### src/hw/rtl/gbfp_pkg.sv
// gbfp_pkg: shared types and constants of the binary frame parser
package gbfp_pkg;

	localparam int POS_W  = 17;
	localparam int LEN_W  = 16;
	localparam int CNT_W  = 32;
	localparam int BYTE_W = 8;
	localparam int STAT_W = 2;

	localparam int IN_DEPTH = 4;

	localparam logic [BYTE_W-1:0] SYNC_FIRST  = 8'hB5;
	localparam logic [BYTE_W-1:0] SYNC_SECOND = 8'h62;

	localparam logic [POS_W-1:0] MAX_FRAME_RESET = 17'd512;

	localparam logic [STAT_W-1:0] ST_INCOMPLETE = 2'd0;
	localparam logic [STAT_W-1:0] ST_OK         = 2'd1;
	localparam logic [STAT_W-1:0] ST_BAD_SUM    = 2'd2;
	localparam logic [STAT_W-1:0] ST_OVERFLOW   = 2'd3;

	// a received byte with its sync-pattern match flags
	typedef struct packed {
		logic [BYTE_W-1:0] data;
		logic              sync_first_hit;
		logic              sync_second_hit;
	} cls_t;

	typedef struct packed {
		logic [STAT_W-1:0] status;
		logic [BYTE_W-1:0] frame_byte;
		logic [POS_W-1:0]  byte_pos;
		logic              byte_stored;
		logic [BYTE_W-1:0] msg_class;
		logic [BYTE_W-1:0] msg_id;
		logic [LEN_W-1:0]  payload_len;
		logic [CNT_W-1:0]  restart_count;
		logic [CNT_W-1:0]  received_count;
		logic [CNT_W-1:0]  error_count;
		logic [CNT_W-1:0]  overflow_count;
	} res_t;

endpackage

### src/hw/rtl/gnss_binary_frame_parser_top.sv
// gnss_binary_frame_parser_top: byte-stream frame parser with checksum and counters
//
//   channel   direction  handshake               payload
//   input     in         push / full             rx_byte
//   result    out        pop / empty             status, frame_byte, byte_pos, byte_stored,
//                                                msg_class, msg_id, payload_len, 4 counters
//   config    in         max_frame_bytes_we      max_frame_bytes
//
// one byte per cycle sustained while the consumer keeps popping; a byte's result passes
// through the input queue and then the core's update into the result queue, and can be
// popped once it shows on the result ports
// reset clears all counters and header fields and sets capacity to 512 bytes
// the input queue holds IN_DEPTH bytes and the result queue two results, so a stalled
// consumer backs up through the core to full after IN_DEPTH + 2 bytes
module gnss_binary_frame_parser_top #(
	parameter int IN_DEPTH = gbfp_pkg::IN_DEPTH
) (
	input  logic                          clk,
	input  logic                          arst_n,
	input  logic                          push,
	output logic                          full,
	input  logic [gbfp_pkg::BYTE_W-1:0]   rx_byte,
	input  logic                          max_frame_bytes_we,
	input  logic [gbfp_pkg::POS_W-1:0]    max_frame_bytes,
	output logic                          empty,
	input  logic                          pop,
	output logic [gbfp_pkg::STAT_W-1:0]   status,
	output logic [gbfp_pkg::BYTE_W-1:0]   frame_byte,
	output logic [gbfp_pkg::POS_W-1:0]    byte_pos,
	output logic                          byte_stored,
	output logic [gbfp_pkg::BYTE_W-1:0]   msg_class,
	output logic [gbfp_pkg::BYTE_W-1:0]   msg_id,
	output logic [gbfp_pkg::LEN_W-1:0]    payload_len,
	output logic [gbfp_pkg::CNT_W-1:0]    restart_count,
	output logic [gbfp_pkg::CNT_W-1:0]    received_count,
	output logic [gbfp_pkg::CNT_W-1:0]    error_count,
	output logic [gbfp_pkg::CNT_W-1:0]    overflow_count
);

	gbfp_pkg::cls_t item;
	logic           item_valid;
	logic           item_take;
	logic           res_full;
	logic           res_push;
	gbfp_pkg::res_t res;
	gbfp_pkg::res_t head;

	gbfp_front #(
		.DEPTH (IN_DEPTH)
	) u_front (
		.clk        (clk),
		.arst_n     (arst_n),
		.push       (push),
		.rx_byte    (rx_byte),
		.full       (full),
		.item       (item),
		.item_valid (item_valid),
		.item_take  (item_take)
	);

	gbfp_core u_core (
		.clk        (clk),
		.arst_n     (arst_n),
		.cfg_we     (max_frame_bytes_we),
		.cfg_wdata  (max_frame_bytes),
		.item       (item),
		.item_valid (item_valid),
		.item_take  (item_take),
		.res_full   (res_full),
		.res_push   (res_push),
		.res        (res)
	);

	gbfp_res_queue u_res_queue (
		.clk    (clk),
		.arst_n (arst_n),
		.push   (res_push),
		.din    (res),
		.full   (res_full),
		.pop    (pop),
		.empty  (empty),
		.dout   (head)
	);

	assign status         = head.status;
	assign frame_byte     = head.frame_byte;
	assign byte_pos       = head.byte_pos;
	assign byte_stored    = head.byte_stored;
	assign msg_class      = head.msg_class;
	assign msg_id         = head.msg_id;
	assign payload_len    = head.payload_len;
	assign restart_count  = head.restart_count;
	assign received_count = head.received_count;
	assign error_count    = head.error_count;
	assign overflow_count = head.overflow_count;

endmodule

### src/hw/rtl/gbfp_front.sv
// gbfp_front: input byte queue that tags each byte with its sync matches
module gbfp_front #(
	parameter int DEPTH = gbfp_pkg::IN_DEPTH
) (
	input  logic                            clk,
	input  logic                            arst_n,
	input  logic                            push,
	input  logic [gbfp_pkg::BYTE_W-1:0]     rx_byte,
	output logic                            full,
	output gbfp_pkg::cls_t                  item,
	output logic                            item_valid,
	input  logic                            item_take
);

	localparam int PTR_W = $clog2(DEPTH);
	localparam int CW    = $clog2(DEPTH + 1);

	gbfp_pkg::cls_t   mem_q [DEPTH];
	logic [PTR_W-1:0] wr_ptr_q;
	logic [PTR_W-1:0] rd_ptr_q;
	logic [CW-1:0]    cnt_q;
	logic             do_push;
	logic             do_pop;
	gbfp_pkg::cls_t   cls_in;

	assign full       = (cnt_q == CW'(DEPTH));
	assign item_valid = (cnt_q != '0);
	assign item       = mem_q[rd_ptr_q];
	assign do_push    = push && !full;
	assign do_pop     = item_take && item_valid;

	always_comb begin
		cls_in.data            = rx_byte;
		cls_in.sync_first_hit  = (rx_byte == gbfp_pkg::SYNC_FIRST);
		cls_in.sync_second_hit = (rx_byte == gbfp_pkg::SYNC_SECOND);
	end

	always_ff @(posedge clk) begin
		if (do_push) begin
			mem_q[wr_ptr_q] <= cls_in;
		end
	end

	always_ff @(posedge clk or negedge arst_n) begin
		if (!arst_n) begin
			wr_ptr_q <= '0;
			rd_ptr_q <= '0;
			cnt_q    <= '0;
		end else begin
			if (do_push) begin
				wr_ptr_q <= (wr_ptr_q == PTR_W'(DEPTH - 1)) ? '0 : wr_ptr_q + 1'b1;
			end
			if (do_pop) begin
				rd_ptr_q <= (rd_ptr_q == PTR_W'(DEPTH - 1)) ? '0 : rd_ptr_q + 1'b1;
			end
			if (do_push && !do_pop) begin
				cnt_q <= cnt_q + 1'b1;
			end else if (do_pop && !do_push) begin
				cnt_q <= cnt_q - 1'b1;
			end
		end
	end

endmodule

### src/hw/rtl/gbfp_core.sv
// gbfp_core: frame tracking, fletcher sums, header capture and counters
module gbfp_core (
	input  logic                          clk,
	input  logic                          arst_n,
	input  logic                          cfg_we,
	input  logic [gbfp_pkg::POS_W-1:0]    cfg_wdata,
	input  gbfp_pkg::cls_t                item,
	input  logic                          item_valid,
	output logic                          item_take,
	input  logic                          res_full,
	output logic                          res_push,
	output gbfp_pkg::res_t                res
);

	localparam int PW = gbfp_pkg::POS_W;
	localparam int BW = gbfp_pkg::BYTE_W;
	localparam int LW = gbfp_pkg::LEN_W;
	localparam int CW = gbfp_pkg::CNT_W;

	logic [PW-1:0] max_q;
	logic [PW-1:0] pos_q, pos_n;
	logic [PW-1:0] check_pos_q, check_pos_n;
	logic [BW-1:0] sum_a_q, sum_a_n;
	logic [BW-1:0] sum_b_q, sum_b_n;
	logic [BW-1:0] ck_a_q, ck_a_n;
	logic [BW-1:0] class_q, class_n;
	logic [BW-1:0] id_q, id_n;
	logic [LW-1:0] len_q, len_n;
	logic [CW-1:0] restarts_q, restarts_n;
	logic [CW-1:0] received_q, received_n;
	logic [CW-1:0] errors_q, errors_n;
	logic [CW-1:0] overflows_q, overflows_n;
	logic [BW-1:0] c;
	logic [BW-1:0] acc_a;
	logic          in_frame;
	logic [gbfp_pkg::STAT_W-1:0] status;
	logic          fire;

	assign fire      = item_valid && !res_full;
	assign item_take = fire;
	assign res_push  = fire;
	assign c         = item.data;
	assign acc_a     = sum_a_q + c;

	always_comb begin
		pos_n       = pos_q + 1'b1;
		check_pos_n = check_pos_q;
		sum_a_n     = sum_a_q;
		sum_b_n     = sum_b_q;
		ck_a_n      = ck_a_q;
		class_n     = class_q;
		id_n        = id_q;
		len_n       = len_q;
		restarts_n  = restarts_q;
		received_n  = received_q;
		errors_n    = errors_q;
		overflows_n = overflows_q;
		in_frame    = 1'b1;
		status      = gbfp_pkg::ST_INCOMPLETE;
		priority if (pos_q == PW'(0)) begin
			if (!item.sync_first_hit) begin
				restarts_n = restarts_q + 1'b1;
				in_frame   = 1'b0;
				pos_n      = '0;
			end else begin
				sum_a_n = '0;
				sum_b_n = '0;
			end
		end else if (pos_q == PW'(1)) begin
			if (!item.sync_second_hit) begin
				restarts_n = restarts_q + 1'b1;
				in_frame   = 1'b0;
				pos_n      = '0;
			end
		end else if (pos_q < PW'(6)) begin
			sum_a_n = acc_a;
			sum_b_n = sum_b_q + acc_a;
			unique case (pos_q[2:0])
				3'd2: class_n = c;
				3'd3: id_n    = c;
				3'd4: len_n   = {8'd0, c};
				default: begin
					// high length byte: the frame end is now known
					len_n       = {c, len_q[7:0]};
					check_pos_n = PW'(6) + PW'({c, len_q[7:0]});
				end
			endcase
		end else begin
			priority if (pos_q < check_pos_q) begin
				sum_a_n = acc_a;
				sum_b_n = sum_b_q + acc_a;
			end else if (pos_q == check_pos_q) begin
				ck_a_n = c;
			end else begin
				received_n = received_q + 1'b1;
				pos_n      = '0;
				if (({1'b0, check_pos_q} + 18'd2) > {1'b0, max_q}) begin
					overflows_n = overflows_q + 1'b1;
					status      = gbfp_pkg::ST_OVERFLOW;
				end else if (sum_a_q == ck_a_q && sum_b_q == c) begin
					status = gbfp_pkg::ST_OK;
				end else begin
					errors_n = errors_q + 1'b1;
					status   = gbfp_pkg::ST_BAD_SUM;
				end
			end
		end
	end

	always_comb begin
		res.status         = status;
		res.frame_byte     = c;
		res.byte_pos       = pos_q;
		res.byte_stored    = in_frame && (pos_q < max_q);
		res.msg_class      = class_n;
		res.msg_id         = id_n;
		res.payload_len    = len_n;
		res.restart_count  = restarts_n;
		res.received_count = received_n;
		res.error_count    = errors_n;
		res.overflow_count = overflows_n;
	end

	always_ff @(posedge clk or negedge arst_n) begin
		if (!arst_n) begin
			max_q       <= gbfp_pkg::MAX_FRAME_RESET;
			pos_q       <= '0;
			check_pos_q <= '0;
			sum_a_q     <= '0;
			sum_b_q     <= '0;
			ck_a_q      <= '0;
			class_q     <= '0;
			id_q        <= '0;
			len_q       <= '0;
			restarts_q  <= '0;
			received_q  <= '0;
			errors_q    <= '0;
			overflows_q <= '0;
		end else begin
			if (cfg_we) begin
				max_q <= cfg_wdata;
			end
			if (fire) begin
				pos_q       <= pos_n;
				check_pos_q <= check_pos_n;
				sum_a_q     <= sum_a_n;
				sum_b_q     <= sum_b_n;
				ck_a_q      <= ck_a_n;
				class_q     <= class_n;
				id_q        <= id_n;
				len_q       <= len_n;
				restarts_q  <= restarts_n;
				received_q  <= received_n;
				errors_q    <= errors_n;
				overflows_q <= overflows_n;
			end
		end
	end

endmodule

### src/hw/rtl/gbfp_res_queue.sv
// gbfp_res_queue: two-entry result queue in front of the output ports
module gbfp_res_queue (
	input  logic           clk,
	input  logic           arst_n,
	input  logic           push,
	input  gbfp_pkg::res_t din,
	output logic           full,
	input  logic           pop,
	output logic           empty,
	output gbfp_pkg::res_t dout
);

	gbfp_pkg::res_t mem_q [2];
	logic           wr_ptr_q;
	logic           rd_ptr_q;
	logic [1:0]     cnt_q;
	logic           do_push;
	logic           do_pop;

	assign full    = (cnt_q == 2'd2);
	assign empty   = (cnt_q == 2'd0);
	assign dout    = mem_q[rd_ptr_q];
	assign do_push = push && !full;
	assign do_pop  = pop && !empty;

	always_ff @(posedge clk) begin
		if (do_push) begin
			mem_q[wr_ptr_q] <= din;
		end
	end

	always_ff @(posedge clk or negedge arst_n) begin
		if (!arst_n) begin
			wr_ptr_q <= 1'b0;
			rd_ptr_q <= 1'b0;
			cnt_q    <= 2'd0;
		end else begin
			if (do_push) begin
				wr_ptr_q <= ~wr_ptr_q;
			end
			if (do_pop) begin
				rd_ptr_q <= ~rd_ptr_q;
			end
			if (do_push && !do_pop) begin
				cnt_q <= cnt_q + 1'b1;
			end else if (do_pop && !do_push) begin
				cnt_q <= cnt_q - 1'b1;
			end
		end
	end

endmodule

### config.mk
export PLATFORM = sky130hd
export DESIGN_NAME = gnss_binary_frame_parser_top
export DESIGN_NICKNAME = d
export VERILOG_FILES = /design/src/hw/rtl/gbfp_pkg.sv /design/src/hw/rtl/gnss_binary_frame_parser_top.sv /design/src/hw/rtl/gbfp_front.sv /design/src/hw/rtl/gbfp_core.sv /design/src/hw/rtl/gbfp_res_queue.sv
export SDC_FILE = /design/constraint.sdc
export NUM_CORES = 1
export LEC_CHECK = 0
export ABC_AREA = 0
export ABC_CLOCK_PERIOD_IN_PS = 10400
export BUFFER_PORTS_ARGS = -buffer_cell sky130_fd_sc_hd__buf_2
export CAP_MARGIN = 25
export CORE_AREA = 2 2 248 250
export DETAILED_ROUTE_END_ITERATION = 10
export DIE_AREA = 0 0 250 252
export PLACE_DENSITY = 0.75
export SYNTH_ARGS = -nofsm -noshare
export SYNTH_HDL_FRONTEND = slang
export SYNTH_HIERARCHICAL = 1
export SYNTH_SLANG_ARGS = --single-unit
### constraint.sdc
create_clock -name clk -period 10.4 [get_ports clk]
set_clock_uncertainty 0.05 [all_clocks]
set_input_delay 2.08 -clock clk [delete_from_list [all_inputs] [get_ports clk]]
set_output_delay 2.08 -clock clk [all_outputs]
set_load 0.01 [all_outputs]
==> flow_summary.ini, run 1 <==
[logic_synthesis]
syn_area_per_cell_sq_um = 13.13
ys_ff_latch = 662
async_flop_share_pct = 37.16
syn_area_sq_um = 31730
ys_warn_count = 6
synth_top_flop_cell = edfxtp_1
synth-edff-count = 416
synth.net_count = 2531
ys_seq_area_share_pct = 58.77
synthDistinctLibCells = 87
netlist_instances = 2416

[clocking]
cts_tree = built
cts_setup_buffers = 0
path_clk_slew_ns = 0.06
clk_latency_ns = 0.60
cts_hold_buffers = 0
clock-sinks = 662
htreeDepth = 3
cts_buffers = 69
cts_root_buf = clkbuf_16
cts_resized = 0
clockBufferDepth = 3

[route]
drtPass1Iterations = 6
vias = 19620
wl_um = 69790
wire_per_inst_um = 20.32
drc = 0
vias_per_cell = 5.711
drt_iter0_markers = 1588
antenna_left = 0

[critical_path]
critPathMaxStageDelay_ns = 1.05
cp-end-kind = output pin
critPathSlowestCell = dfrtp_4
path_max_fanout = 133
crit_chain = buf_12 -> mux2_2 -> buf_2
worstSetupPathType = reg -> out
cp_data_arrival_time_ns = 3.08
cp_data_required_time_ns = 8.27
crit_path_start_kind = register

[power]
power_mw = 11.34
vdd_drop_max_v = 0.0002492
p_per_area_nw_per_um2 = 317.6
power.leakage_nw = 15.06

[floorplanning]
initial_core_util_pct = 52.77
fp.dieH_um = 252
coreArea_sq_um = 60130
die_w_um = 250
row_count = 90
die_area_sq_um = 63000
ios = 220

[sta]
holdWs_ns = 0.4208
rsz0062_at_grt = no
period_share_pct = 50.13
setup_viol = 0
relSlewSlack_pct = 25.79
tightest_slew_ns = 1.107
finalCriticalPeriod_ns = 5.214
hold_viol = 0
timing.fmax_mhz = 191.8
setup_tns_ns = 0
slew_viol_final = 0

[finish]
fill_cells = 4653
multi_input_area_sq_um = 12220
fin_nets = 2712
regArea_sq_um = 18650
drive_above_1_share_pct = 24.24
stdcell_count = 3435
diodes = 0
syn_to_final_growth_pct = 12.49

[placed_design]
dpl.hpwl_um = 46360
gp_congestion = 0.8921
port_buffers = 219
dpl.cell_count = 3307

[grt]
grtUsageTotal_pct = 21.90
antenna_found_initial = 0
grt-busiest-layer = met2
grt_max_degree = 134
met1_usage_pct = 28.94
grt_first_pass_wirelength_um = 108500
met2_usage_pct = 37.33
globalRouteOverflowTotal = 0
use_met3_pct = 3.116
grt_pass1_vias = 19750

[hold_path]
min_path_type = reg -> reg

[status]
status = finished, final reports clean

[run]
cap_violations = 0
[cells by family after synthesis]
group	synth area share, %
mux	10.42
compound gates	3.296
simple gates	12.34
fa+ha+maj	3.422
flops	58.77
xor+xnor	8.860
buf+inv	2.894
[final timing paths]
| kind | startpoint | end | slack, ns | cells after the start |
|---|---|---|---|---|
| max | u_res_queue/rd_ptr_q | error_count[20] | 5.19 | 3 |
| min | u_core/class_q[0] | u_core/class_q[0] | 0.42 | 2 |
| max reg2reg | u_front/rd_ptr_q[0] | u_core/sum_b_q[7] | 5.90 | 12 |
| min reg2reg | u_core/class_q[0] | u_core/class_q[0] | 0.42 | 2 |
| max in group asynchronous | arst_n | u_core/restarts_q[5] | 7.39 | 2 |
| min in group asynchronous | arst_n | u_front/wr_ptr_q[1] | 1.44 | 1 |
[through the flow]
stage,instance area (sq um),setup WS [ns],utilization [%]
3_3_place_gp,33330,5.874,55.43
3_5_place_dp,33350,5.800,55.47
6_report,35700,5.186,59.36
4_1_cts,35670,5.125,59.32
2_1_floorplan,31740,3.041,-
5_1_grt,35700,5.060,59.36
[registers in the layout (all words and copies together), names as in the netlist, 3 cells and up]
register / flops
u_core/id_q: 8
u_core/ck_a_q: 8
u_core/len_q: 16
u_core/sum_b_q: 8
u_front/mem_q: 40
u_core/errors_q: 32
u_core/check_pos_q: 17
u_core/restarts_q: 32
u_core/sum_a_q: 8
u_core/pos_q: 17
u_core/received_q: 32
u_core/overflows_q: 32
u_core/max_q: 17
u_res_queue/mem_q: 376
u_core/class_q: 8
u_front/cnt_q: 3
[worst max-delay path: cells and delay by family (launching register included)]
kind	cells	cell delay (ns)
DFF	1	1.05
muxes	1	0.43
buffers and inverters	2	0.84
[Yosys cell counts (5+ instances only)]
cell type  count  area [sq um]
buf_4         11         82.58
inv_1         63         236.5
nor4_1        62         387.9
nor2b_1        6         37.54
xor2_1       161          1410
or3_1          8         50.05
nand3_1      103         515.5
o21ai_0       70         350.3
clkbuf_1      66         247.7
edfxtp_1     416         12490
nor2_1        85         319.1
nor3_1        68         340.3
and3_1        43         269.0
a22o_1         9         78.83
or2_2          5         31.28
o31ai_1        7         52.55
and2_1        11         68.82
xnor2_1      160          1401
mux2_2       135          1520
a21o_1        10         75.07
dfrtp_1      245          6131
buf_1         10         37.54
nand4_1       67         419.2
mux2_4       104          1562
and4_1        13         113.9
a21oi_1       29         145.1
nand2b_1      13         81.33
buf_6         16         180.2
buf_2         26         130.1
nand2_1      219         822.0
ha_1          82          1026
mux4_2        10         225.2
[per-layer routing]
metal	vias up	routed length (um)
met2	643	34510
met1	9737	29670
met4	0	1744
met5	-	0
met3	116	3865
li1	9120	-
[cell type report]
type,instances,share of cell area [%]
tap,782,2.741
multi-input combinational,1561,34.24
inverter,64,0.6765
clock inverter,23,0.7887
clock buffer,104,5.692
timing repair buffer,239,3.610
sequential,662,52.26
[layout by cell type, fill, tap and decap left out, drive strengths merged, types with 11 or more instances in the layout]
| master | Yosys | routed |
|---|---|---|
| nand2b | 13 | 13 |
| buf | 63 | 239 |
| nand4 | 69 | 69 |
| nor3 | 70 | 70 |
| and3 | 43 | 43 |
| ha | 82 | 82 |
| xor2 | 161 | 161 |
| mux2 | 239 | 239 |
| and4 | 13 | 13 |
| inv | 64 | 70 |
| xnor2 | 160 | 160 |
| o21ai | 71 | 71 |
| nand2 | 222 | 222 |
| a21oi | 30 | 30 |
| nor2 | 86 | 86 |
| and2 | 15 | 15 |
| a21o | 11 | 11 |
| nand3 | 103 | 103 |
| edfxtp | 416 | 416 |
| dfrtp | 245 | 245 |
| nor4 | 67 | 67 |
| clkbuf | 66 | 104 |
[power breakdown]
group          total (mW)  internal, mW  leakage (nW)  switching, mW
combinational        4.40          1.81          6.61           2.59
clock                2.49          1.49          1.12           1.01
sequential           4.45          3.98          7.32          0.470
total                11.3          7.27          15.1           4.07
Power figures use the tool's default switching activity.
==> inputs of run 2 (changes only) <==
ABC_AREA = 1   (was 0)
ABC_CLOCK_PERIOD_IN_PS = 4300   (was 10400)
CORE_AREA = 2 2 250 252   (was 2 2 248 250)
DIE_AREA = 0 0 252 254   (was 0 0 250 252)
clock period = 4.3 ns   (was 10.4 ns; I/O delays follow)
==> run 2 against run 1 <==
  * Cell count up 32%
  * Sequential share of layout area down 0.81 points
  * Final area up 1.6%
  * Core utilization down 0.17 points
  * Non-clock buffer count up 15
  * Synthesized area up 1.3%
  * Setup slack worse by 4.8 ns
  * Largest power group is now combinational logic
==> flow_summary.ini, run 2 <==
[run]
cap_violations = 0

[clocking]
clk_latency_ns = 0.62
cts_setup_buffers = 0
cts_resized = 0
clockBufferDepth = 3
cts_root_buf = clkbuf_16
htreeDepth = 3
clock-sinks = 662
path_clk_slew_ns = 0.06
cts_tree = built
cts_buffers = 70
cts_hold_buffers = 0

[power]
p_per_area_nw_per_um2 = 722.0
power.leakage_nw = 17.16
vdd_drop_max_v = 0.0009856

[sta]
slew_viol_final = 0
rsz0062_at_grt = no
period_share_pct = 91.12
hold_viol = 0
setup_tns_ns = 0
tightest_slew_ns = 1.019
setup_viol = 0
timing.fmax_mhz = 255.2
relSlewSlack_pct = 32.07
finalCriticalPeriod_ns = 3.918

[route]
wl_um = 75850
wire_per_inst_um = 16.74
drt_iter0_markers = 1979
vias_per_cell = 5.254
drc = 0
drtPass1Iterations = 6
antenna_left = 0
vias = 23810

[finish]
fin_nets = 3798
fill_cells = 5144
fin_area_sq_um = 36260
largest_reg_flops = 376
final_cell_mix = 1,331 x nand2_1, 416 x edfxtp_1, 368 x inv_1
mostFrequentLayoutCell = nand2_1
drive_above_1_share_pct = 11.84
top_register = u_res_queue/mem_q
largestRegisters = u_res_queue/mem_q x376, u_front/mem_q x40
diodes = 0
syn_to_final_growth_pct = 12.74

[grt]
grtUsageTotal_pct = 23.81
grt_pass1_vias = 22410
grt_max_degree = 190
antenna_found_initial = 1
grt_first_pass_wirelength_um = 120100
globalRouteOverflowTotal = 0

[critical_path]
worstSetupPathType = reg -> reg
cp-end-kind = register
crit_path_start_kind = register
cp_data_arrival_time_ns = 4.38
cp_data_required_time_ns = 4.76
path_max_fanout = 25

[logic_synthesis]
synth_compound_area_share_pct = 5.665
synthTopCellsByCount = 1,332 x nand2_1, 416 x edfxtp_1, 372 x inv_1, 245 x dfrtp_1, 174 x nor2_1
netlist_instances = 3470
synth_xor_area_share_pct = 3.256
yosysTopAreaCell = edfxtp_1
synth_top_flop_cell = edfxtp_1
synthAdderAreaFrac_pct = 3.377
synth.area.mux_share_pct = 0
yosys.area_share.simple_pct = 23.04
syn_area_per_cell_sq_um = 9.268
synth.net_count = 3585
ys_ff_latch = 662
ys_seq_area_share_pct = 57.99
synth-edff-count = 416
synth_top_family_by_area = simple AND/OR/NAND/NOR gates
synth_most_common_cell = nand2_1
syn_area_sq_um = 32160
synthDistinctLibCells = 59
async_flop_share_pct = 37.16
netlist.area_leader.share_pct = 38.84
ys_warn_count = 6
yosys-top-cells-area = edfxtp_1 39%, dfrtp_1 19%, nand2_1 16%, inv_1 4.3%, ha_1 3.2%

[floorplanning]
die_area_sq_um = 64010
fp.dieH_um = 254
initial_core_util_pct = 52.50
coreArea_sq_um = 61260
ios = 220
die_w_um = 252
row_count = 91

[status]
status = finished, final reports clean

[hold_path]
min_path_type = in -> async

[placed_design]
placed_cell_area_sq_um = 33940
dpl.hpwl_um = 50710
gp_congestion = 0.8920
port_buffers = 219
run 2: path summary, 6_finish.rpt:
check | from | endpoint | cells after the start | slack (ns)
max reg2reg | u_front/rd_ptr_q[0] | u_core/sum_b_q[7] | 16 | 0.38
min in group clk | u_core/len_q[1] | u_core/check_pos_q[1] | 1 | 0.42
min reg2reg | u_core/len_q[1] | u_core/check_pos_q[1] | 1 | 0.42
max in group asynchronous | arst_n | u_core/max_q[9] | 2 | 2.97
max | u_front/rd_ptr_q[0] | u_core/sum_b_q[7] | 16 | 0.38
min | arst_n | u_front/wr_ptr_q[0] | 1 | 0.20
run 2: power breakdown:
group          leakage, nW  total, mW  switching, mW  internal, mW
clock                 1.13       6.03           2.54          3.49
sequential            7.59       9.79          0.650          9.14
combinational         8.44       10.4           7.43          2.93
run 2: cells by family after synthesis:
kind of cell             after synthesis
adder cells (fa/ha/maj)               85
buffers and inverters                501
XOR/XNOR                             117
AO/OA/AOI/OAI                        310
flip-flops                           662
AND/OR/NAND/NOR                     1795
run 2: layer usage:
layer,wire [um],track usage [%],vias to the layer above
met2,36100,39.04,707
met3,4505,3.646,126
met5,0,0,-
li1,-,-,11690
met4,2217,7.675,0
met1,33020,32.73,11290
run 2: critical path, cell delays in order, from the launching register on:
cell and delay [ns]:
dfrtp_1 0.81, nand2_1 0.12, o211ai_1 0.11, nand2_1 0.11
ha_1 0.23, fa_1 0.40, a31oi_1 0.24, o21ai_0 0.14
a21oi_1 0.17, xnor2_1 0.18, ha_1 0.33, a21o_1 0.20
a31oi_1 0.13, nand2_1 0.08, xor2_1 0.15, xor2_1 0.16
a22o_1 0.19
run 2: area by class of cell:
cell class                      instances  area, sq um  share of cell area [%]
Multi-Input combinational cell       2307        11390                   31.41
Clock inverter                         44        409.1                   1.128
Clock buffer                           86         1906                   5.256
Tap cell                              790        988.4                   2.726
Sequential cell                       662        18650                   51.45
Inverter                              388         1468                   4.048
Timing Repair Buffer                  254         1444                   3.982
run 2: through the flow:
step | power (mW) | hold slack (ns) | setup WS (ns) | cells | util, %
6_report | 26.18 | 0.2047 | 0.3819 | 4531 | 59.19
2_1_floorplan | 17.05 | 0.3875 | -0.3561 | 3470 | -
3_3_place_gp | 20.04 | 0.3968 | 0.5157 | 4401 | 55.41
5_1_grt | 27.89 | 0.2856 | 0.05930 | 4531 | 59.19
4_1_cts | 26.35 | 0.2738 | 0.3935 | 4531 | 59.19
3_5_place_dp | 20.27 | 0.4163 | 0.4048 | 4401 | 55.41
==> inputs of run 3 (changes only) <==
--- a/config.mk
+++ b/config.mk
@@ -11,6 +11,9 @@
 export CAP_MARGIN = 25
-export CORE_AREA = 2 2 250 252
+export CELL_PAD_IN_SITES_DETAIL_PLACEMENT = 0
+export CELL_PAD_IN_SITES_GLOBAL_PLACEMENT = 1
+export CORE_AREA = 2 2 277 279
 export DETAILED_ROUTE_END_ITERATION = 10
-export DIE_AREA = 0 0 252 254
-export PLACE_DENSITY = 0.75
+export DIE_AREA = 0 0 279 281
+export PLACE_DENSITY = 0.77
+export SLEW_MARGIN = 20
 export SYNTH_ARGS = -nofsm -noshare
--- a/constraint.sdc
+++ b/constraint.sdc
@@ -4,2 +4,2 @@
 set_output_delay 0.86 -clock clk [all_outputs]
-set_load 0.01 [all_outputs]
+set_load 0.05 [all_outputs]
==> run 3 against run 2 <==
  * Via count decreased by 2.2%
  * Routed wire length increased by 6.3%
  * Global-route usage decreased by 3.1 points
  * Sequential power decreased by 0.4%
  * Total power increased by 12%
  * Setup slack improved by 0.16 ns
  * Combinational power increased by 29%
  * Register-to-register slack improved by 0.16 ns
  * Final area increased by 1.2%
  * Critical path type unchanged
==> flow_summary.ini, run 3 (synthesized netlist as in run 2, its figures left out) <==
[finish]
largestRegisters = u_res_queue/mem_q x376, u_front/mem_q x40
fill_cells = 7070
diodes = 0
fin_nets = 3818
fin_util_pct = 48.64
syn_to_final_growth_pct = 14.11
drive_above_1_share_pct = 12.26
final_cell_mix = 1,331 x nand2_1, 416 x edfxtp_1, 368 x inv_1
top_register = u_res_queue/mem_q
largest_reg_flops = 376
mostFrequentLayoutCell = nand2_1

[grt]
grt-busiest-layer = met2
grtUsageTotal_pct = 20.67
use_met3_pct = 2.968
grt_pass1_vias = 22370
globalRouteOverflowTotal = 0
antenna_found_initial = 1
grt_max_degree = 190
met1_usage_pct = 28.50
grt_first_pass_wirelength_um = 126200
met2_usage_pct = 34.19

[sta]
tightest_slew_ns = 1.088
slew_viol_final = 0
fin_ws_ns = 0.5469
finalCriticalPeriod_ns = 3.753
relSlewSlack_pct = 27.45
hold_viol = 0
rsz0062_at_grt = no
holdWs_ns = 0.1772
timing.fmax_mhz = 266.4
setup_viol = 0
period_share_pct = 87.28

[clocking]
cts_setup_buffers = 0
cts_tree = built
clockBufferDepth = 3
cts_buffers = 72
cts_resized = 0
cts_hold_buffers = 0
htreeDepth = 3
clk_latency_ns = 0.61
cts_root_buf = clkbuf_16
clock-sinks = 662
path_clk_slew_ns = 0.06

[route]
drt_iter0_markers = 1720
antenna_left = 0
vias_per_cell = 4.914
wire_per_inst_um = 17.02
wl_um = 80630
drc = 0
vias = 23280
drtPass1Iterations = 6

[placed_design]
place_ws_ns = 0.5681
port_buffers = 219
gp_congestion = 0.8427
dpl.hpwl_um = 55180

[floorplanning]
die_w_um = 279
die_area_sq_um = 78400
initial_core_util_pct = 42.63
fp.dieH_um = 281
row_count = 101
ios = 220
coreArea_sq_um = 75440

[power]
power_mw = 29.30
vdd_drop_max_v = 0.0008388
power.leakage_nw = 17.28
p_per_area_nw_per_um2 = 798.5

[critical_path]
critPathMaxStageDelay_ns = 0.72
r2r_slack_ns = 0.55
cp_data_required_time_ns = 4.73
worstSetupPathType = reg -> reg
r2r-start = u_front/rd_ptr_q[0]
cp_data_arrival_time_ns = 4.19
crit_top_cell = nand2_1
worstReg2RegEnd = u_core/sum_b_q[7]
cp-end-kind = register
crit_chain = nand2_1 -> o211ai_1 -> nand2_1 -> ha_1 -> fa_1 -> a31oi_1 -> o21ai_0 -> a21oi_1 -> xnor2_1 -> ha_1 -> a21o_1 -> a31oi_1 -> nand2_1 -> xor2_1 -> xor2_1 -> a22o_1
ff2ff_path_depth = 16
crit_path_start_kind = register
critPathSlowestCell = dfrtp_1
path_max_fanout = 21

[status]
status = finished, final reports clean

[run]
cap_violations = 0

[hold_path]
min_path_type = in -> async
[run 3: critical path, delay by kind of cell (launching register included)]
| kind | cells | cell delay (ns) |
|---|---|---|
| AO/OA/AOI/OAI | 7 | 1.17 |
| XOR/XNOR | 3 | 0.47 |
| adder cells (fa/ha/maj) | 3 | 0.94 |
| flip-flops | 1 | 0.72 |
| AND/OR/NAND/NOR | 3 | 0.28 |
[run 3: area by class of cell]
class / instances / area (sq um) / area share [%]
well taps: 978 / 1224 / 3.334
flip-flops and latches: 662 / 18650 / 50.83
multi-input cells: 2307 / 11390 / 31.03
clock inverters: 41 / 431.7 / 1.176
clock buffers: 90 / 1911 / 5.206
inverters: 388 / 1468 / 3.999
repair buffers: 272 / 1624 / 4.425
[run 3: how the worst max path moves through the flow]
stage                                   end                 from
CTS                       u_core/sum_b_q[7]  u_front/rd_ptr_q[0]
global placement          u_core/sum_b_q[7]  u_front/rd_ptr_q[0]
global route              u_core/sum_b_q[7]  u_front/rd_ptr_q[0]
finish                    u_core/sum_b_q[7]  u_front/rd_ptr_q[0]
floorplan           u_res_queue/mem_q[0][0]     u_front/cnt_q[0]
detailed placement        u_core/sum_b_q[7]  u_front/rd_ptr_q[0]
[run 3: through the flow]
stage | std cells | TNS [ns] | cell area [sq um]
floorplan | 3470 | -133.90 | 32230
global placement | 4606 | 0 | 34330
detailed placement | 4606 | 0 | 34330
CTS | 4737 | 0 | 36670
global route | 4738 | 0 | 36700
finish | 4738 | 0 | 36700
[run 3: metal layers]
metal	vias to the layer above	share of wire [%]
met3	114	4.3
li1	11710	-
met1	10960	46
met2	504	47
met4	0	2.4
met5	-	0
[run 3: power by group]
| group | internal [mW] | leakage, nW | switching [mW] |
|---|---|---|---|
| Combinational | 3.11 | 8.54 | 10.3 |
| Sequential | 9.12 | 7.59 | 0.629 |
| Clock | 3.61 | 1.14 | 2.58 |
